$ cat config.mk
export PLATFORM = sky130hd
export DESIGN_NAME = band_average_engrave_column_unit
export DESIGN_NICKNAME = d
export VERILOG_FILES = /design/src/sv/baec_pkg.sv /design/src/sv/band_average_engrave_column_unit.sv /design/src/sv/baec_ctrl.sv /design/src/sv/baec_datapath.sv
export SDC_FILE = /design/constraint.sdc
export NUM_CORES = 1
export LEC_CHECK = 0
export ABC_CLOCK_PERIOD_IN_PS = 13710
export BUFFER_PORTS_ARGS = -buffer_cell sky130_fd_sc_hd__buf_2
export CAP_MARGIN = 30
export CORE_ASPECT_RATIO = 1.2
export CORE_UTILIZATION = 60
export CTS_CLUSTER_SIZE = 40
export DETAILED_ROUTE_END_ITERATION = 8
export PLACE_DENSITY = 0.77
export SETUP_SLACK_MARGIN = 0.05
export SYNTH_ARGS = -nofsm -noshare
export SYNTH_HDL_FRONTEND = slang
export SYNTH_SLANG_ARGS = --single-unit
$ cat constraint.sdc
create_clock -name aclk -period 13.71 [get_ports aclk]
set_input_delay 0.6855 -clock aclk [delete_from_list [all_inputs] [get_ports aclk]]
set_output_delay 0.6855 -clock aclk [all_outputs]
set_load 0.02 [all_outputs]
$ cat src/sv/baec_pkg.sv
// Shared constants, types and a helper function for the band average engrave column unit.
`timescale 1ns / 1ps

package baec_pkg;

    // Default largest band height that the accumulators are sized for.
    localparam int MAX_BAND_DEFAULT = 16;

    // Configuration register widths and reset values.
    localparam int CFG_BAND_W = 5;
    localparam int CFG_INDEX_W = 2;
    localparam logic [CFG_BAND_W-1:0] BAND_HEIGHT_RESET = 5'd10;
    localparam logic LIMIT_WIDTH_RESET = 1'b0;
    localparam logic COLOR_MODE_RESET = 1'b1;

    // Configuration register indexes.
    localparam logic [CFG_INDEX_W-1:0] REG_BAND_HEIGHT = 2'd0;
    localparam logic [CFG_INDEX_W-1:0] REG_LIMIT_WIDTH = 2'd1;
    localparam logic [CFG_INDEX_W-1:0] REG_COLOR_MODE = 2'd2;

    // Channel width and luminance weights in Q16; the weights sum to one.
    localparam int PIX_W = 8;
    localparam int FRAC_W = 16;
    localparam int LUM_W = PIX_W + FRAC_W;
    localparam logic [FRAC_W-1:0] W_RED = 16'd13933;
    localparam logic [FRAC_W-1:0] W_GREEN = 16'd46871;
    localparam logic [FRAC_W-1:0] W_BLUE = 16'd4732;

    // Full scale of the intensity divide (the Q16 part is dropped by a shift).
    localparam int INK_STEP = 254;

    // Width of a channel sum over a band of max_band pixels.
    function automatic int sum_width(input int max_band);
        return $clog2(max_band * 255 + 1);
    endfunction

    // Commands from the controller to the datapath.
    typedef struct packed {
        logic acc_en;     // take the offered pixel (accumulate, or close the segment)
        logic div_step;   // one restoring division step on all three channels
        logic lum_en;     // register the luminance of the averages
        logic scale_en;   // register luminance times band height, rewind the row counter
        logic row_adv;    // a row result has been taken, move to the next row
    } baec_cmd_t;

    // Status from the datapath to the controller.
    typedef struct packed {
        logic close;      // the offered pixel ends the segment
        logic last_row;   // the current row is the final row of the segment
    } baec_status_t;

endpackage

$ cat src/sv/band_average_engrave_column_unit.sv
// Top level of the band average engrave column unit: configuration registers, controller, datapath.
// Throughput: while idle, pixels that do not end their segment are taken one per cycle; the
// closing pixel starts a serial divide, one step per bit of the channel sum, then the luminance
// and scaling steps, then one row result per cycle while m_ready is high.
// Reset (aresetn, synchronous, active low) clears the sums, the count and the controller.
`timescale 1ns / 1ps

module band_average_engrave_column_unit import baec_pkg::*; #(
    parameter int MAX_BAND = MAX_BAND_DEFAULT
) (
    input  logic                   aclk,
    input  logic                   aresetn,

    // Pixel request channel.
    input  logic                   s_valid,
    output logic                   s_ready,
    input  logic [PIX_W-1:0]       s_red,
    input  logic [PIX_W-1:0]       s_green,
    input  logic [PIX_W-1:0]       s_blue,
    input  logic                   s_segment_last,

    // Row result channel.
    output logic                   m_valid,
    input  logic                   m_ready,
    output logic                   m_ink_white,
    output logic                   m_last_of_run,

    // Configuration write channel.
    input  logic                   cfg_valid,
    output logic                   cfg_ready,
    input  logic [CFG_INDEX_W-1:0] cfg_index,
    input  logic [CFG_BAND_W-1:0]  cfg_data
);

    logic [CFG_BAND_W-1:0] band_height_reg;
    logic                  limit_width_reg;
    logic                  color_mode_reg;
    baec_cmd_t             cmd;
    baec_status_t          status;

    // Configuration writes are always taken. An unknown index leaves every
    // register as it was. The band height keeps the written bits; the
    // datapath clamps it when it is used.
    assign cfg_ready = 1'b1;

    always_ff @(posedge aclk) begin
        if (!aresetn) begin
            band_height_reg <= BAND_HEIGHT_RESET;
            limit_width_reg <= LIMIT_WIDTH_RESET;
            color_mode_reg <= COLOR_MODE_RESET;
        end else if (cfg_valid && cfg_ready) begin
            case (cfg_index)
                REG_BAND_HEIGHT: band_height_reg <= cfg_data;
                REG_LIMIT_WIDTH: limit_width_reg <= cfg_data[0];
                REG_COLOR_MODE:  color_mode_reg <= cfg_data[0];
                default: begin
                end
            endcase
        end
    end

    // The controller takes pixel requests only while idle. Each request
    // either accumulates or, when it ends the segment, hands the sums to
    // the dividers and starts the result sequence.
    baec_ctrl #(
        .MAX_BAND (MAX_BAND)
    ) u_ctrl (
        .aclk    (aclk),
        .aresetn (aresetn),
        .s_valid (s_valid),
        .s_ready (s_ready),
        .m_valid (m_valid),
        .m_ready (m_ready),
        .status  (status),
        .cmd     (cmd)
    );

    // The datapath holds the sums, the three serial dividers, the luminance
    // and scaling registers and the row counter that forms each result.
    baec_datapath #(
        .MAX_BAND (MAX_BAND)
    ) u_datapath (
        .aclk         (aclk),
        .aresetn      (aresetn),
        .cmd          (cmd),
        .status       (status),
        .red          (s_red),
        .green        (s_green),
        .blue         (s_blue),
        .segment_last (s_segment_last),
        .band_height  (band_height_reg),
        .limit_width  (limit_width_reg),
        .color_mode   (color_mode_reg),
        .ink_white    (m_ink_white),
        .last_of_run  (m_last_of_run)
    );

endmodule

$ cat src/sv/baec_ctrl.sv
// Controller state machine that sequences accumulation, division, scaling and row output.
`timescale 1ns / 1ps

module baec_ctrl import baec_pkg::*; #(
    parameter int MAX_BAND = MAX_BAND_DEFAULT
) (
    input  logic         aclk,
    input  logic         aresetn,
    input  logic         s_valid,
    output logic         s_ready,
    output logic         m_valid,
    input  logic         m_ready,
    input  baec_status_t status,
    output baec_cmd_t    cmd
);

    localparam int SW = sum_width(MAX_BAND);
    localparam int DCW = $clog2(SW);

    localparam logic [2:0] ST_IDLE  = 3'd0;
    localparam logic [2:0] ST_DIV   = 3'd1;
    localparam logic [2:0] ST_LUM   = 3'd2;
    localparam logic [2:0] ST_SCALE = 3'd3;
    localparam logic [2:0] ST_EMIT  = 3'd4;

    logic [2:0]     state_reg, state_next;
    logic [DCW-1:0] div_cnt_reg, div_cnt_next;

    always_comb begin
        state_next = state_reg;
        div_cnt_next = div_cnt_reg;
        cmd = '0;
        s_ready = 1'b0;
        m_valid = 1'b0;
        case (state_reg)
            ST_IDLE: begin
                s_ready = 1'b1;
                cmd.acc_en = s_valid;
                if (s_valid && status.close) begin
                    state_next = ST_DIV;
                    div_cnt_next = '0;
                end
            end
            ST_DIV: begin
                cmd.div_step = 1'b1;
                div_cnt_next = div_cnt_reg + 1'b1;
                if (div_cnt_reg == DCW'(SW - 1)) begin
                    state_next = ST_LUM;
                end
            end
            ST_LUM: begin
                cmd.lum_en = 1'b1;
                state_next = ST_SCALE;
            end
            ST_SCALE: begin
                cmd.scale_en = 1'b1;
                state_next = ST_EMIT;
            end
            ST_EMIT: begin
                m_valid = 1'b1;
                if (m_ready) begin
                    cmd.row_adv = 1'b1;
                    if (status.last_row) begin
                        state_next = ST_IDLE;
                    end
                end
            end
            default: begin
                state_next = ST_IDLE;
            end
        endcase
    end

    always_ff @(posedge aclk) begin
        if (!aresetn) begin
            state_reg <= ST_IDLE;
            div_cnt_reg <= '0;
        end else begin
            state_reg <= state_next;
            div_cnt_reg <= div_cnt_next;
        end
    end

endmodule

$ cat src/sv/baec_datapath.sv
// Datapath: channel accumulators, serial dividers, luminance, scaling and row comparison.
`timescale 1ns / 1ps

module baec_datapath import baec_pkg::*; #(
    parameter int MAX_BAND = MAX_BAND_DEFAULT
) (
    input  logic                  aclk,
    input  logic                  aresetn,
    input  baec_cmd_t             cmd,
    output baec_status_t          status,
    input  logic [PIX_W-1:0]      red,
    input  logic [PIX_W-1:0]      green,
    input  logic [PIX_W-1:0]      blue,
    input  logic                  segment_last,
    input  logic [CFG_BAND_W-1:0] band_height,
    input  logic                  limit_width,
    input  logic                  color_mode,
    output logic                  ink_white,
    output logic                  last_of_run
);

    localparam int SW = sum_width(MAX_BAND);
    localparam int CW = $clog2(MAX_BAND + 1);
    localparam int EW = (CW > CFG_BAND_W) ? CW : CFG_BAND_W;
    localparam int PW = LUM_W + CW;
    localparam int YW = PW - FRAC_W;

    logic [SW-1:0]    sum_reg [3];
    logic [SW-1:0]    sum_next [3];
    logic [PIX_W-1:0] pixel [3];
    logic [CW-1:0]    count_reg;
    logic [CW-1:0]    count_inc;
    logic [EW-1:0]    band_wide;
    logic [CW-1:0]    band_eff;

    logic [CW-1:0]    n_reg;
    logic [CW-1:0]    band_seg_reg;
    logic [SW-1:0]    quo_reg [3];
    logic [CW-1:0]    rem_reg [3];

    logic [LUM_W-1:0] lum_reg;
    logic [LUM_W-1:0] lum_next;
    logic [PW-1:0]    scaled;
    logic [YW-1:0]    y_reg;
    logic [YW-1:0]    thr_reg;
    logic [CW-1:0]    row_reg;

    assign pixel[0] = red;
    assign pixel[1] = green;
    assign pixel[2] = blue;

    // Effective band height, clamped into the supported range.
    always_comb begin
        band_wide = EW'(band_height);
        if (band_wide < EW'(2)) begin
            band_wide = EW'(2);
        end else if (band_wide > EW'(MAX_BAND)) begin
            band_wide = EW'(MAX_BAND);
        end
        band_eff = band_wide[CW-1:0];
    end

    assign count_inc = count_reg + 1'b1;
    assign status.close = segment_last || (count_inc >= band_eff);

    always_ff @(posedge aclk) begin
        if (!aresetn) begin
            count_reg <= '0;
        end else if (cmd.acc_en) begin
            count_reg <= status.close ? '0 : count_inc;
        end
    end

    always_ff @(posedge aclk) begin
        if (cmd.acc_en && status.close) begin
            n_reg <= count_inc;
            band_seg_reg <= band_eff;
        end
    end

    for (genvar k = 0; k < 3; k++) begin : g_chan
        logic [CW:0] shifted;

        assign sum_next[k] = sum_reg[k] + SW'(pixel[k]);
        assign shifted = {rem_reg[k], quo_reg[k][SW-1]};

        always_ff @(posedge aclk) begin
            if (!aresetn) begin
                sum_reg[k] <= '0;
            end else if (cmd.acc_en) begin
                sum_reg[k] <= status.close ? '0 : sum_next[k];
            end
        end

        // Restoring division, one quotient bit per cycle, MSB first.
        always_ff @(posedge aclk) begin
            if (cmd.acc_en && status.close) begin
                quo_reg[k] <= sum_next[k];
                rem_reg[k] <= '0;
            end else if (cmd.div_step) begin
                if (shifted >= {1'b0, n_reg}) begin
                    rem_reg[k] <= CW'(shifted - {1'b0, n_reg});
                    quo_reg[k] <= {quo_reg[k][SW-2:0], 1'b1};
                end else begin
                    rem_reg[k] <= shifted[CW-1:0];
                    quo_reg[k] <= {quo_reg[k][SW-2:0], 1'b0};
                end
            end
        end
    end

    // Averages never exceed one channel's full scale.
    always_comb begin
        if (color_mode) begin
            lum_next = LUM_W'(W_RED) * LUM_W'(quo_reg[0][PIX_W-1:0])
                     + LUM_W'(W_GREEN) * LUM_W'(quo_reg[1][PIX_W-1:0])
                     + LUM_W'(W_BLUE) * LUM_W'(quo_reg[2][PIX_W-1:0]);
        end else begin
            lum_next = {quo_reg[0][PIX_W-1:0], {FRAC_W{1'b0}}};
        end
    end

    assign scaled = PW'(lum_reg) * PW'(band_seg_reg);

    always_ff @(posedge aclk) begin
        if (cmd.lum_en) begin
            lum_reg <= lum_next;
        end
        if (cmd.scale_en) begin
            y_reg <= scaled[PW-1:FRAC_W];
        end
    end

    // Row r is white while y >= 254 * (r + 1); thr_reg tracks that bound.
    always_ff @(posedge aclk) begin
        if (!aresetn) begin
            row_reg <= '0;
            thr_reg <= YW'(INK_STEP);
        end else if (cmd.scale_en) begin
            row_reg <= '0;
            thr_reg <= YW'(INK_STEP);
        end else if (cmd.row_adv) begin
            row_reg <= row_reg + 1'b1;
            thr_reg <= thr_reg + YW'(INK_STEP);
        end
    end

    assign status.last_row = (CW'(row_reg + 1'b1) == n_reg);
    assign last_of_run = status.last_row;

    always_comb begin
        ink_white = (y_reg >= thr_reg);
        if (limit_width) begin
            if (row_reg == '0) begin
                ink_white = 1'b1;
            end else if (row_reg == CW'(band_seg_reg - 1'b1)) begin
                ink_white = 1'b0;
            end
        end
    end

endmodule

==> Yosys cells after proc, flatten, opt, wreduce, memory -nomap -nowiden <==
Memories as Yosys holds them, arrays and structs flattened.
Cells that the tools add are included.
{ "word_totals": {"regBits": 84, "ram_bits": 87, "input_bits": 37, "mem_count": 3} }
{ "memory_table": {"columns": ["name", "depth", "word_bits", "rd", "rd_clocked_by_memory_dff", "write_ports", "line", "rtl"], "rows": [
  ["u_datapath.quo_reg", 3, 12, 3, 0, 3, "baec_datapath.sv:38", "logic [SW-1:0] quo_reg [3];"],
  ["u_datapath.sum_reg", 3, 12, 3, 0, 3, "baec_datapath.sv:28", "logic [SW-1:0] sum_reg [3];"],
  ["u_datapath.rem_reg", 3, 5, 3, 0, 3, "baec_datapath.sv:39", "logic [CW-1:0] rem_reg [3];"]
]} }
{ "classes": {"n_addsub": 13, "mul": 4, "order_cmp": 7, "eq_ne": 13, "mux": 70, "bitwise_logic": 16, "n_reduce_logical": 13} }
{ "ops": {"columns": ["cell", "count"], "rows": [
  ["two-way mux 12 bit", 12],
  ["two-way mux 5 bit", 9],
  ["two-way mux 1 bit", 41],
  ["adder 12 x 8 -> 12 bit", 3],
  ["multiplier 24 x 5 -> 29 bit", 1],
  ["adder 22 x 24 -> 24 bit", 1],
  ["adder 24 x 21 -> 24 bit", 1],
  ["multiplier 16 x 8 -> 24 bit, first input constant", 1],
  ["two-way mux 24 bit", 1],
  ["multiplier 14 x 8 -> 22 bit, first input constant", 1],
  ["multiplier 11 x 8 -> 19 bit, first input constant", 1],
  ["greater-or-equal comparator 6 x 5 -> 1 bit", 3],
  ["OR 1 bit", 15],
  ["case mux 3 bit (5 select lines)", 1],
  ["subtractor 5 bit", 3],
  ["adder 13 x 8 -> 13 bit, second input constant", 1],
  ["greater-or-equal comparator 13 bit", 1],
  ["two-way mux 3 bit", 4],
  ["adder 5 x 1 -> 5 bit, second input constant", 2],
  ["equality test 5 bit", 2],
  ["case mux 4 bit (2 select lines)", 1],
  ["AND reduction 2 bit", 4],
  ["equality test 3 x 2 -> 1 bit, second input constant", 2],
  ["greater-or-equal comparator 5 bit", 1],
  ["other kinds (21)", 24]
]} }

==> Depth between registers and ports, before layout <==
Gate-level depths: netlist (run 1).
{ "logic_depth": {"depth_word": 10, "depth_mapped": 33, "ltp_nobuf": 33} }

==> Modules after synthesis <==
From an unflattened synthesis (run 1), not the netlist that was laid out.
{ "unflattened": {"hier_cells": 1907, "area_unflattened_um2": 18889.4} }
{ "modules_own_cells": {"columns": ["mod", "n_inst", "cells_per_inst", "area_per_inst_um2"], "rows": [
  ["baec_datapath", 1, 1829, 18162.4],
  ["baec_ctrl", 1, 45, 402.9],
  ["band_average_engrave_column_unit", 1, 33, 324.1]
]} }

==> Least setup slack after synthesis (run 1) <==
OpenSTA, ideal clock, no wires.
{ "synth_path": {"path_type": "register to register", "from": "memory u_datapath.quo_reg[2][2] (netlist name)", "to": "register u_datapath.lum_reg[22], data pin", "setup_time_ps": 259, "arrival_ps": 7423, "required_time_ps": 13451, "path_slack_ps": 6028, "path_stages_with_launch": 27, "period_less_slack_ps": 7682, "cell_sequence": "edfxtp_1 inv_1 fa_1 inv_1 ha_1 fa_1 inv_1 fa_1 inv_1 ha_1 a21oi_1 o21bai_1 a31o_2 a21oi_1 xnor2_1 fa_1 fa_1 inv_1 fa_1 fa_1 inv_1 ha_1 and2_1 a221o_2 a221o_1 a211o_1 a211o_1"} }
{ "synth_rtl": {"columns": ["item", "line", "rtl"], "rows": [
  ["start, declared", "baec_datapath.sv:38", null],
  ["end signal, assigned", "baec_datapath.sv:127", "lum_reg <= lum_next;"],
  ["end, declared", "baec_datapath.sv:41", "logic [LUM_W-1:0] lum_reg;"]
]} }

==> metrics.cfg, run 1 <==
[place]
gp_congestion = 0.945
io_buffers = 40
dp_hpwl_microns = 30800
dp_cells = 2245
post_dp_cell_area_sq_um = 18800

[timing]
period_share = 0.609
finalSetupTns_ns = 0
fmax_mhz = 120
setup_viol = 0
finalMaxSlewViolations = 0
slew_headroom = 0.359
skew_ns = 0.0149
hold_viol_final = 0
rsz0062_at_grt = no
min_period_ns = 8.34
worst_pin_slew_ns = 0.962

[logic_synthesis]
syn_area_sq_um = 18200
ys_ff_latch = 170
syn-num-nets = 2332
async_flop_share = 0
ys_top_cells_by_count = 338 x inv_1, 240 x ha_1, 209 x fa_1, 171 x nand2_1, 134 x edfxtp_1
synthCells = 1846
yosys-top-cells-area = fa_1 23%, edfxtp_1 22%, ha_1 16%
synth_cell_types = 60
synth_edf_count = 134
yosysTopAreaCell = fa_1
syn_avg_cell_area_sq_um = 9.88
ys_seq_area_frac = 0.260
synth_most_common_cell = inv_1
synth_flop_cell = edfxtp_1
synth_top_area_frac = 0.229
yosys_warnings = 0

[worst_hold_path]
min_from = band_height_reg[4]
hp-class = register to register
hold_depth = 0

[floorplanning]
core_area_sq_um = 29800
fp.dieW_microns = 161
io_pins = 42
fp.dieArea_sq_um = 31100
core.rowCount = 69
die_y_microns = 193
initial_core_util = 0.612

[critical_path]
crit_start = u_datapath.quo_reg[2][5]
start_kind = register
cp_max_fo = 6
slowest_stage = fa_1
crit_buf_inv = 4
slowest_delay_ns = 0.60
cpLargestDelayFamily = adder cells
reg2reg_from = u_datapath.quo_reg[2][5]
end_kind = register
crit_type = register to register
cp.arrival_ns = 8.53
crit_top_cell = fa_1
path_depth = 28
crit_required_ns = 13.90
ff2ff_path_depth = 28

[grt]
grtUsageMet3 = 0.0295
grt_pass1_wl_microns = 63600
grt_busiest_layer = met2
grt_max_degree = 49
grt.overflow.total = 0
grt_pass1_vias = 13345
grt.total_usage = 0.260
antenna_found_initial = 0
gr-usage-met1 = 0.308
use_met2 = 0.485

[clock_network]
cts_root_buf = clkbuf_16
cts_num_sinks = 170
cts_max_path_buffers = 2
cts_tree = done
post_cts_buffers = 0
insertion_delay_ns = 0.45
cts_resized = 0
clk_pin_slew_worst_paths_ns = 0.08
cts_buffers = 17
hold_buffers = 0
htreeDepth = 4

[drt]
drtPass1Iterations = 5
antenna_left = 0
post_drt_wl_per_cell_microns = 16.7
routed_wl_microns = 37900
drt-vias-per-instance = 5.51
drc = 0
drtIter0Drc = 696
vias = 12543

[final_layout]
antennaDiodeCount = 0
layout.cells.non_filler = 2277
fin_nets = 2360
drive_above_1_share = 0.0514
utilization = 0.654
syn_to_final_growth_pct = 6.74
stdcell_area_sq_um = 19500

[run_status]
status = complete, no violations

[flow_run]
cap_viol_max_count = 0

-- layer usage --
metal	wire length, microns	part of all wire
met1	15700	0.41
met2	19700	0.52
met3	1250	0.033
met4	1260	0.033
met5	0	0
-- per-stage QoR --
step,setup WS (ns),hold WS (ns)
2_1_floorplan,6.03,0.460
3_3_place_gp,5.64,0.419
3_5_place_dp,5.44,0.422
4_1_cts,5.39,0.443
5_1_grt,4.98,0.458
6_report,5.37,0.440
-- worst reg2reg max path, delay by kind of cell (launching register included) --
family | cells | cell delay, ns
AO/OA/AOI/OAI | 9 | 1.89
XOR/XNOR | 2 | 0.34
adder cells (fa/ha/maj) | 10 | 4.35
buffers and inverters | 4 | 0.33
flip-flops | 1 | 0.48
multiplexers | 1 | 0.26
AND/OR/NAND/NOR | 2 | 0.43
-- cells by family (layout without fill, tap and decap cells) --
family,Yosys count,count (layout),synth area share
compound gates,258,258,0.0873
xor+xnor,107,107,0.0514
fa+ha+maj,449,449,0.394
buf+inv,378,419,0.0780
flops,170,170,0.260
mux,20,20,0.0111
other cells,1,1,0.000206
simple gates,463,463,0.118
-- worst paths after layout --
check,slack [ns],to
max,5.37,u_datapath.lum_reg[23]
min,0.44,u_datapath.band_seg_reg[4]
max reg2reg,5.37,u_datapath.lum_reg[23]
min reg2reg,0.44,u_datapath.band_seg_reg[4]
-- cells in the final DEF, fill, tap and decap left out, types with 7 or more instances in the layout --
master,count
a21o_1,30
inv_1,338
nand2_1,171
nor2_1,118
and2_1,62
a21boi_0,10
o21ai_0,71
fa_1,209
nor2b_1,17
dfxtp_1,36
xor2_1,38
buf_4,9
a21oi_1,84
buf_2,40
edfxtp_1,134
a211oi_1,11
nand3_1,21
and3_1,11
nand2b_1,10
mux2i_1,18
clkbuf_16,17
nand4_1,10
xnor2_1,69
ha_1,240
nor3_1,13
nor4_1,7
-- area by class of cell --
type                       instances  area (sq um)
timing repair buffer              49           268
inverter                         338          1270
sequential                       170          4740
multi-input combinational       1298         12100
clock inverter                    15           195
clock buffer                      17           425
fill                            2361         10300
tap                              390           488
Power of run 1 is left out: the tool's default activity adds up to more than one toggle a clock period on the data nets, which glitch-free logic cannot reach.
==> inputs of run 2 (changes only) <==
--- a/config.mk
+++ b/config.mk
@@ -5,7 +5,7 @@
 export SDC_FILE = /design/constraint.sdc
 export NUM_CORES = 1
 export LEC_CHECK = 0
-export ABC_CLOCK_PERIOD_IN_PS = 13710
+export ABC_CLOCK_PERIOD_IN_PS = 8550
 export BUFFER_PORTS_ARGS = -buffer_cell sky130_fd_sc_hd__buf_2
 export CAP_MARGIN = 30
 export CORE_ASPECT_RATIO = 1.2
==> constraint.sdc (replaced) <==
create_clock -name aclk -period 8.55 [get_ports aclk]
set_input_delay 0.4275 -clock aclk [delete_from_list [all_inputs] [get_ports aclk]]
set_output_delay 0.4275 -clock aclk [all_outputs]
set_load 0.02 [all_outputs]
==> metrics.cfg, run 2 (synthesis results as in run 1) <==
[run_status]
status = complete, no violations

[floorplanning]
initial_core_util = 0.612  ; unchanged
fp.dieArea_sq_um = 31100  ; unchanged
io_pins = 42  ; unchanged
die_y_microns = 193  ; unchanged
core_area_sq_um = 29800  ; unchanged
core.rowCount = 69  ; unchanged
fp.dieW_microns = 161  ; unchanged

[clock_network]
htreeDepth = 4  ; unchanged
cts_root_buf = clkbuf_16
cts_buffers = 17  ; unchanged
clk_pin_slew_worst_paths_ns = 0.08  ; about the same
cts_tree = done
insertion_delay_ns = 0.45  ; about the same
cts_max_path_buffers = 2  ; unchanged
cts_num_sinks = 170  ; unchanged
hold_buffers = 0  ; unchanged

[place]
io_buffers = 40  ; unchanged
pre_cts_slack_ns = 0.301  ; -5.14 ns
gp_congestion = 0.932  ; -1.4%
dp_hpwl_microns = 31100  ; +0.91%

[drt]
antenna_left = 0  ; unchanged
routed_wl_microns = 38200  ; +0.74%
drtPass1Iterations = 5  ; unchanged
vias = 12543  ; unchanged
post_drt_wl_per_cell_microns = 16.7  ; +0.43%
drtIter0Drc = 665  ; -4.5%
drt-vias-per-instance = 5.49  ; -0.31%
drc = 0  ; unchanged

[critical_path]
crit_required_ns = 8.74  ; -5.16 ns
cp.arrival_ns = 8.29  ; -0.24 ns
end_kind = register
start_kind = register
cp_max_fo = 6  ; unchanged
slowest_delay_ns = 0.57  ; -0.03 ns
crit_top_cell = fa_1
crit_buf_inv = 6  ; +2
cpLargestDelayFamily = adder cells
crit_type = register to register
slowest_stage = fa_1

[final_layout]
drive_above_1_share = 0.0570  ; +0.00562
syn_to_final_growth_pct = 7.26
fill_cells = 2334  ; -1.1%
antennaDiodeCount = 0  ; unchanged
multiInputGateArea_sq_um = 12100  ; +0.17%
register_area_sq_um = 4740  ; unchanged
final_common_cell = inv_1
layout_common_cells = 338 x inv_1, 240 x ha_1, 209 x fa_1, 171 x nand2_1, 134 x edfxtp_1
fin_nets = 2367  ; +0.30%

[timing]
min_period_ns = 8.10  ; -0.243 ns
rsz0062_at_grt = no
setup_viol = 0  ; unchanged
finalMaxSlewViolations = 0  ; unchanged
finalSetupTns_ns = 0  ; unchanged
slew_headroom = 0.353  ; -0.00589
hold_viol_final = 0  ; unchanged
fmax_mhz = 123  ; +3.0%
worst_pin_slew_ns = 0.970  ; +0.00884 ns
setup_slack_ns = 0.450  ; -4.92 ns
skew_ns = 0.0153  ; +0.000398 ns
period_share = 0.947  ; +0.339

[worst_hold_path]
hp-class = input pin to register

[grt]
grt.overflow.total = 0  ; unchanged
grt_pass1_wl_microns = 62600  ; -1.7%
grt_pass1_vias = 13184  ; -1.2%
antenna_found_initial = 0  ; unchanged
grt.total_usage = 0.257  ; -0.00308
grt_max_degree = 49  ; unchanged

[flow_run]
cap_viol_max_count = 0  ; unchanged

==> run 2: tightest hold or removal path, delay by kind of cell <==
kind,cells,cell delay (ns)
buffers and inverters,1,0.08
muxes,1,0.05
and+or+nand+nor,1,0.06
==> run 2: through the flow <==
step                cell area, sq um  hold WS (ns)  cells  utilization
floorplan                      18200         0.460   1846            -
global placement               18800         0.419   2245        0.633
detailed placement             18800         0.416   2245        0.633
CTS                            19500         0.182   2277        0.654
global route                   19600         0.208   2284        0.657
finish                         19600         0.194   2284        0.657
==> run 2: per-layer routing <==
metal,global-route usage,up-vias,share of wire
li1,-,6104,-
met3,0.0304,70,0.029
met2,0.485,225,0.53
met5,0,-,0
met4,0.105,0,0.033
met1,0.295,6144,0.41
==> run 2: final timing paths <==
kind | startpoint | end | slack (ns) | cells past startpoint
worst max register to register | u_datapath.quo_reg[2][4] | u_datapath.lum_reg[23] | 0.45 | 30
worst max-delay path | u_datapath.quo_reg[2][4] | u_datapath.lum_reg[23] | 0.45 | 30
worst min register to register | band_height_reg[4] | u_datapath.band_seg_reg[4] | 0.44 | 0
worst min-delay path | cfg_data[3] | band_height_reg[3] | 0.19 | 3
==> run 2: layout make-up <==
| cell class | count | share of cell area |
|---|---|---|
| clock buffer | 17 | 0.0217 |
| sequential | 170 | 0.243 |
| multi-input combinational | 1298 | 0.618 |
| timing repair buffer | 56 | 0.0164 |
| tap | 390 | 0.0249 |
| inverter | 338 | 0.0648 |
| clock inverter | 15 | 0.0111 |
==> run 2: timing repair <==
action / in CTS / in global routing
buffers inserted: 0 / 7
setup endpoints to repair: 0 / 1
resized for setup: 0 / 4
Power of run 2 is left out for the same reason.
==> inputs of run 3 (changes only) <==
--- a/config.mk
+++ b/config.mk
@@ -8,7 +8,6 @@
 export ABC_CLOCK_PERIOD_IN_PS = 8550
 export BUFFER_PORTS_ARGS = -buffer_cell sky130_fd_sc_hd__buf_2
 export CAP_MARGIN = 30
-export CORE_ASPECT_RATIO = 1.2
 export CORE_UTILIZATION = 60
 export CTS_CLUSTER_SIZE = 40
 export DETAILED_ROUTE_END_ITERATION = 8
==> metrics.cfg, run 3 (synthesis results as in run 1) <==
[run_status]
status = complete, no violations

[final_layout]
antennaDiodeCount = 0  ; unchanged
layout.cells.non_filler = 2280  ; -0.18%
drive_above_1_share = 0.0545  ; -0.00252
fill_cells = 2318  ; -0.69%
fin_nets = 2363  ; -0.17%
register_area_sq_um = 4740  ; unchanged
syn_to_final_growth_pct = 6.77
layout_common_cells = 338 x inv_1, 240 x ha_1, 209 x fa_1, 171 x nand2_1, 134 x edfxtp_1
final_common_cell = inv_1
multiInputGateArea_sq_um = 12100  ; about the same

[flow_run]
cap_viol_max_count = 0  ; unchanged

[place]
gp_congestion = 0.927  ; -0.53%
dp_hpwl_microns = 30300  ; -2.7%
io_buffers = 40  ; unchanged
dp_cells = 2244  ; -0.045%

[critical_path]
ff2ff_path_depth = 30  ; unchanged
crit_type = register to register
endpoint = u_datapath.lum_reg[23]
end_kind = register
crit_start = u_datapath.quo_reg[2][2]
cp.arrival_ns = 8.30  ; about the same
reg2reg_from = u_datapath.quo_reg[2][2]
crit_top_cell = fa_1
slowest_stage = fa_1
r2r_slack_ns = 0.44  ; about the same
r2r-end = u_datapath.lum_reg[23]
start_kind = register
crit_required_ns = 8.75  ; about the same
cp_max_fo = 5  ; -1
slowest_delay_ns = 0.55  ; -0.02 ns

[drt]
wl_met2_microns = 18300  ; -9.2%
wl_met3_microns = 1260  ; +16%
highest_layer = met4
wl_met1_microns = 16400  ; +4.6%
routed_wl_microns = 37100  ; -2.8%
drt-vias-per-instance = 5.46  ; -0.62%
drtPass1Iterations = 8  ; +3
drtIter0Drc = 664  ; -0.15%
drc = 0  ; unchanged
post_drt_wl_per_cell_microns = 16.3  ; -2.6%
vias = 12443  ; -0.80%
antenna_left = 0  ; unchanged

[timing]
fmax_mhz = 123  ; about the same
worst_pin_slew_ns = 1.01  ; +0.0364 ns
finalMaxSlewViolations = 0  ; unchanged
skew_ns = 0.0127  ; -0.00254 ns
rsz0062_at_grt = no
setup_viol = 0  ; unchanged
hold_viol_final = 0  ; unchanged
min_period_ns = 8.11  ; +0.00559 ns
slew_headroom = 0.329  ; -0.0243
period_share = 0.948  ; about the same
finalSetupTns_ns = 0  ; unchanged

[clock_network]
insertion_delay_ns = 0.45  ; about the same
clk_pin_slew_worst_paths_ns = 0.08  ; about the same
cts_tree = done
cts_buffers = 17  ; unchanged
cts_max_path_buffers = 2  ; unchanged
hold_buffers = 0  ; unchanged
htreeDepth = 4  ; unchanged
cts_num_sinks = 170  ; unchanged
cts_root_buf = clkbuf_16

[floorplanning]
initial_core_util = 0.612  ; about the same
core_area_sq_um = 29800  ; about the same
fp.dieW_microns = 176  ; +9.4%
io_pins = 42  ; unchanged
core.rowCount = 63  ; -8.7%
fp.dieArea_sq_um = 31100  ; about the same
die_y_microns = 176  ; -8.6%

[grt]
grt.overflow.total = 0  ; unchanged
antenna_found_initial = 0  ; unchanged
grt.total_usage = 0.257  ; +0.000446
grt_pass1_vias = 12998  ; -1.4%
grt_pass1_wl_microns = 62800  ; +0.36%
grt_max_degree = 49  ; unchanged

[worst_hold_path]
hp-class = input pin to register

[run 3: cell count changes in the layout (fill, tap and decap cells not counted), sizes merged]
| cell | delta |
|---|---|
| clkinvlp | +1 |
| clkbuf | +1 |
| bufinv | -1 |
| buf | -4 |
| clkinv | -4 |
| inv | +3 |
[run 3: routing by layer]
metal  vias up  GRT usage
li1       6110          -
met1      6068      0.329
met2       208      0.448
met3        57     0.0321
met4         0     0.0938
met5         -          0
[run 3: layout make-up]
| cell class | count | share of cell area |
|---|---|---|
| inverters | 338 | 0.0651 |
| flip-flops and latches | 170 | 0.244 |
| well taps | 390 | 0.0251 |
| multi-input cells | 1298 | 0.621 |
| repair buffers | 52 | 0.0148 |
| clock inverters | 14 | 0.00713 |
| clock buffers | 18 | 0.0231 |
[run 3: worst min-delay path by stage]
stage / start / endpoint / slack [ns] / depth (start not counted)
after floorplan: band_height_reg[1] / band_height_reg[1] / 0.46 / 2
after global placement: band_height_reg[4] / u_datapath.band_seg_reg[4] / 0.42 / 0
after detailed placement: band_height_reg[4] / u_datapath.band_seg_reg[4] / 0.42 / 0
after CTS: cfg_data[3] / band_height_reg[3] / 0.21 / 3
after global routing: cfg_data[1] / band_height_reg[1] / 0.23 / 3
final: cfg_data[3] / band_height_reg[3] / 0.22 / 3
[run 3: worst max-delay path: cells and delay by family (launching register included)]
family                   cells  cell delay (ns)
XOR/XNOR                     2             0.27
adder cells (fa/ha/maj)     10             4.57
buffers and inverters        6             0.37
flip-flops                   1             0.43
AND/OR/NAND/NOR              1             0.06
AO/OA/AOI/OAI               10             1.88
multiplexers                 1             0.26
[run 3: what timing repair did]
action / CTS / global route
buffers inserted: 0 / 4
endpoints found under the setup margin: 0 / 2
resized for setup: 0 / 3
[run 3: per-stage QoR]
step                utilization  hold slack (ns)  setup slack [ns]  instance area (sq um)
CTS                       0.652            0.208             0.205                  19400
floorplan                     -            0.460             0.868                  18200
global route              0.654            0.231            0.0737                  19500
global placement          0.632            0.420             0.454                  18800
detailed placement        0.632            0.418             0.248                  18800
finish                    0.654            0.220             0.444                  19500
Power of run 3 is left out for the same reason.
